[src/sv/scct_pkg.sv]
package scct_pkg;

    localparam logic [7:0] TYPE_PACKED = 8'h05;
    localparam logic [7:0] TYPE_BYTES  = 8'h85;
    localparam logic [7:0] CODE_REL    = 8'h0c;
    localparam logic [7:0] CODE_ANM    = 8'h09;

    localparam logic [1:0] ST_UNKNOWN = 2'd0;
    localparam logic [1:0] ST_IDLE    = 2'd1;
    localparam logic [1:0] ST_ACTIVE  = 2'd2;

    localparam logic [1:0] STS_IGNORED = 2'd0;
    localparam logic [1:0] STS_APPLIED = 2'd1;
    localparam logic [1:0] STS_FULL    = 2'd2;
    localparam logic [1:0] STS_RANGE   = 2'd3;

    localparam int SLOTS = 32;

    typedef enum logic [3:0] {
        S_IDLE,
        S_PAIR_SCAN,
        S_PCM_SCAN,
        S_CLEAR,
        S_SLOT_RD,
        S_SLOT_WAIT,
        S_UPDATE,
        S_OUT
    } t_state;

    typedef struct packed {
        logic load;
        logic pair_start;
        logic pair_step;
        logic pcm_start;
        logic pcm_step;
        logic pcm_alloc;
        logic clr_step;
        logic slot_rd;
        logic update;
        logic set_full;
        logic set_range;
        logic set_ignored;
    } t_cmd;

    typedef struct packed {
        logic valid_type;
        logic pair_done;
        logic pair_found;
        logic pcm_done;
        logic pcm_found;
        logic pcm_new;
        logic clr_done;
        logic ts_range;
    } t_sts;

endpackage

[src/sv/scct_ctrl.sv]
module scct_ctrl
    import scct_pkg::*;
(
    input  logic   i_clk,
    input  logic   i_rst_n,
    input  logic   i_in_valid,
    output logic   o_in_ready,
    output logic   o_out_valid,
    input  logic   i_out_ready,
    input  t_sts   i_sts,
    output t_cmd   o_cmd,
    output t_state o_state
);

    t_state r_state, n_state;

    always_ff @(posedge i_clk) begin
        if (!i_rst_n) begin
            r_state <= S_IDLE;
        end else begin
            r_state <= n_state;
        end
    end

    always_comb begin
        n_state = r_state;
        case (r_state)
            S_IDLE: begin
                if (i_in_valid) n_state = S_PAIR_SCAN;
            end
            S_PAIR_SCAN: begin
                if (!i_sts.valid_type) n_state = S_OUT;
                else if (i_sts.pair_done) begin
                    n_state = i_sts.pair_found ? S_PCM_SCAN : S_OUT;
                end
            end
            S_PCM_SCAN: begin
                if (i_sts.pcm_done) begin
                    if (!i_sts.pcm_found) n_state = S_OUT;
                    else if (i_sts.pcm_new) n_state = S_CLEAR;
                    else if (i_sts.ts_range) n_state = S_OUT;
                    else n_state = S_SLOT_RD;
                end
            end
            S_CLEAR: begin
                if (i_sts.clr_done) n_state = i_sts.ts_range ? S_OUT : S_SLOT_RD;
            end
            S_SLOT_RD:   n_state = S_SLOT_WAIT;
            S_SLOT_WAIT: n_state = S_UPDATE;
            S_UPDATE:    n_state = S_OUT;
            S_OUT: begin
                if (i_out_ready) n_state = S_IDLE;
            end
            default: n_state = S_IDLE;
        endcase
    end

    always_comb begin
        o_cmd = '0;
        case (r_state)
            S_IDLE: o_cmd.load = i_in_valid;
            S_PAIR_SCAN: begin
                o_cmd.set_ignored = !i_sts.valid_type;
                o_cmd.pair_step = i_sts.valid_type && !i_sts.pair_done;
                o_cmd.pcm_start = i_sts.valid_type && i_sts.pair_done && i_sts.pair_found;
                o_cmd.set_full = i_sts.valid_type && i_sts.pair_done && !i_sts.pair_found;
            end
            S_PCM_SCAN: begin
                o_cmd.pcm_step = !i_sts.pcm_done;
                o_cmd.pcm_alloc = i_sts.pcm_done && i_sts.pcm_new;
                o_cmd.set_full = i_sts.pcm_done && !i_sts.pcm_found;
                o_cmd.set_range = i_sts.pcm_done && i_sts.pcm_found && !i_sts.pcm_new
                                  && i_sts.ts_range;
            end
            S_CLEAR: begin
                o_cmd.clr_step = 1'b1;
                o_cmd.set_range = i_sts.clr_done && i_sts.ts_range;
            end
            S_SLOT_RD: o_cmd.slot_rd = 1'b1;
            S_UPDATE:  o_cmd.update = 1'b1;
            default: ;
        endcase
    end

    assign o_in_ready  = (r_state == S_IDLE);
    assign o_out_valid = (r_state == S_OUT);
    assign o_state     = r_state;

endmodule

[config.mk]
export PLATFORM = sky130hd
export DESIGN_NAME = scct_ctrl
export DESIGN_NICKNAME = d
export VERILOG_FILES = /design/src/sv/scct_pkg.sv /design/src/sv/scct_ctrl.sv
export SDC_FILE = /design/constraint.sdc
export NUM_CORES = 1
export LEC_CHECK = 0
export CAP_MARGIN = 15
export CORE_AREA = 2 2 39 41
export CTS_CLUSTER_DIAMETER = 50
export DETAILED_ROUTE_END_ITERATION = 16
export DIE_AREA = 0 0 41 43
export DONT_BUFFER_PORTS = 1
export PLACE_DENSITY = 0.41
export SYNTH_ARGS = -nofsm -noshare
export SYNTH_HDL_FRONTEND = slang
export SYNTH_SLANG_ARGS = --single-unit
[constraint.sdc]
create_clock -name i_clk -period 2.8 [get_ports i_clk]
set_clock_uncertainty 0.1 [all_clocks]
set_input_delay 0.14 -clock i_clk [delete_from_list [all_inputs] [get_ports i_clk]]
set_output_delay 0.14 -clock i_clk [all_outputs]
set_load 0.01 [all_outputs]
==> out/metrics.yaml <==
global_routing:
  first_global_vias: 352
  grt_busiest_layer: "met2"
  grtUsageMet1: 0.117
  antenna_found_initial: 0
  overall_global_routing_resource_usage: 0.108
  grt_pass1_wl_um: 1320
  groute.layer.met3.usage: 0.0314
  groute.layer.met2.usage: 0.166
  globalRoute.totalOverflow: 0
  grt_max_degree: 17
setup_path:
  critical_path.max_fanout: 16
  crit_type: "flip-flop to output pin"
  critPathCaptureType: "output pin"
  worstSetupStartpoint: "o_state[1]$_SDFFE_PN0P_"
  crit_path_start_kind: "flip-flop"
  timing.rr.start: "o_state[1]$_SDFFE_PN0P_"
  crit_arrival_ns: 1.70
  critPathRequiredTime_ns: 2.56
timing:
  timing.slew.headroom: 0.617
  timing.final.hold_violations: 0
  totalNegativeSetupSlack_ns: 0
  achievable-frequency_ghz: 0.514
  final.hold.worst_slack_ns: 0.0815
  setup-violations-final: 0
  timing_max_transition_violations_final: 0
  timing.final.crit_share: 0.694
  rsz0062_at_grt: "no"
  max_slew.worst_pin.slew_ns: 0.574
  finalWorstPathRequiredPeriod_ns: 1.94
logic_synthesis:
  synth_top_cell_area_share: 0.157
  synthCells: 55
  synthFlopType: "dfxtp_1"
  synth_edf_count: 0
  yosys_register_bits: 3
  synth_area_leaders: "dfxtp_1 16%, nand2b_1 6.6%, nor2_1 5.9%, nor3b_1 5.9%, buf_2 3.9%"
  ys_async_sr_fraction: 0
  synthesis.yosys.warnings: 0
  syn-mean-instance-area_sq_um: 6.94
  ys_types: 29
  synth.cells.most_frequent: "6 x nor2_1, 4 x nand2b_1"
  post-synth-top-area-cell: "dfxtp_1"
  syn_area_sq_um: 382
  synth_sequential_area_ratio: 0.157
  post-synth-top-count-cell: "nor2_1"
power_and_ir_drop:
  cellPowerDensity_nw_per_um2: 620
  static-leakage-power_nw: 0.163
  report.power.total_w: 0.000255
  peakVddDrop_uv: 141
final_layout:
  final_core_util: 0.297
  syn_to_final_growth_pct: 7.87
  drive_above_1_share: 0.125
  diodes: 0
  footprint_of_the_multi_input_gates_sq_um: 284
  register_area_sq_um: 60.1
  final_net_count: 69
  fillCellCount: 160
  final-instance-count-excl-fill: 72
  largest_register_ff_count: 3
clocking:
  clock_insertion_delay_worst_skew_ns: 0.23
  cts_made_buffers: 3
  max-clock-path-buffers: 2
  htree_num_levels: 1
  cts_tree: "yes"
  clock_tree.root_cell: "clkbuf_4"
  numClockSinks: 3
  clk_pin_slew_worst_paths_ns: 0.04
placed_design:
  place.gp.congestion: 0.687
  placedCellCount: 67
  place.detailed.hpwl_um: 740
  port_bufs: 0
detailed_routing:
  detail_route.drc_violations: 0
  wl_um: 982
  postRouteAntennaNets: 0
  first_iter_violations: 1
  drt_pre_antenna_iters: 2
  routed-via-count: 375
  avgRoutedWirePerCell_um: 13.6
  viasPerCell: 5.21
worst_hold_path:
  holdCritPathClass: "input port to flip-flop"
  startpoint_of_the_lowest_slack_hold_path: "i_sts[0]"
status:
  run_status: "completed"
die:
  pin_count: 30
  start_util: 0.276
  core-area_sq_um: 1380
  die_area_sq_um: 1760
  die_x_um: 41
  floorplan.rows: 14
  die_span_in_y_um: 43
flow_run:
  cap_viol_max_count: 0
-- placed cells by master (no fill, tap or decap) --
| cell type | synthesis | layout |
|---|---|---|
| nand2_1 | 2 | 2 |
| or2_1 | 1 | 1 |
| a21oi_2 | 1 | 1 |
| and2_1 | 1 | 1 |
| or2_2 | 1 | 1 |
| mux2_1 | 1 | 1 |
| nor2_1 | 6 | 6 |
| o22ai_2 | 1 | 1 |
| o22ai_1 | 1 | 1 |
| o221a_1 | 1 | 1 |
| a31oi_1 | 1 | 1 |
| dfxtp_1 | 3 | 3 |
| nor2b_1 | 1 | 1 |
| o2bb2ai_1 | 1 | 1 |
| nand3_1 | 3 | 3 |
| clkbuf_1 | 0 | 1 |
| o21bai_1 | 2 | 2 |
| or3b_1 | 1 | 1 |
| conb_1 | 1 | 2 |
| o21ai_0 | 3 | 3 |
| and3b_1 | 1 | 1 |
| dlygate4sd3_1 | 0 | 1 |
| o221a_2 | 1 | 1 |
| nand2b_1 | 4 | 4 |
| inv_1 | 3 | 3 |
| a21boi_0 | 1 | 1 |
| and3_1 | 2 | 2 |
| nor3b_1 | 3 | 3 |
| nor3_1 | 3 | 3 |
| clkbuf_4 | 0 | 3 |
-- report_power, final --
part           total (W)  switching, W  internal, W
clock          0.0000746     0.0000213    0.0000533
sequential     0.0000833     0.0000315    0.0000517
combinational  0.0000973     0.0000545    0.0000428
-- layout make-up --
class,instances,share of cell area
multi-input combinational,45,0.690
inverter,3,0.0274
timing repair buffer,1,0.0243
tap,16,0.0486
sequential,3,0.146
clock buffer,4,0.0638
-- critical path, cell delays in order, from the launching register on --
cell and delay (ns):
dfxtp_1 0.67, inv_1 0.18, nor2_1 0.29, o2bb2ai_1 0.14
and2_1 0.19
-- per-layer routing --
metal / wire [um] / vias to the layer above
li1: - / 193
met1: 412 / 158
met2: 451 / 24
met3: 118 / 0
met4: 0 / 0
met5: 0 / -
-- cell families after synthesis --
| group | share of synthesized area |
|---|---|
| buf+inv | 0.108 |
| simple gates | 0.426 |
| mux | 0.0295 |
| flops | 0.157 |
| compound gates | 0.269 |
| other cells | 0.00983 |
-- stage by stage --
step / worst slack, ns / instance area [sq um]
floorplan: 1.31 / 385
global placement: 1.03 / 375
detailed placement: 0.992 / 375
CTS: 0.823 / 412
global route: 0.650 / 412
finish: 0.856 / 412
-- final timing paths --
path / to / slack, ns / cells after the start
hold / removal: o_state[0]$_SDFFE_PN0P_ / 0.08 / 2
setup reg to reg: o_state[2]$_SDFFE_PN0P_ / 1.01 / 4
hold reg to reg: o_state[2]$_SDFFE_PN0P_ / 0.65 / 1
setup / recovery: o_cmd[1] / 0.86 / 4
-- repair_timing --
| item | in CTS | in global routing |
|---|---|---|
| gates resized for setup | 0 | 0 |
| hold buffers | 1 | 0 |
| hold endpoints to repair | 3 | 0 |
| buffers inserted | 0 | 0 |
Power figures use the tool's default switching activity.
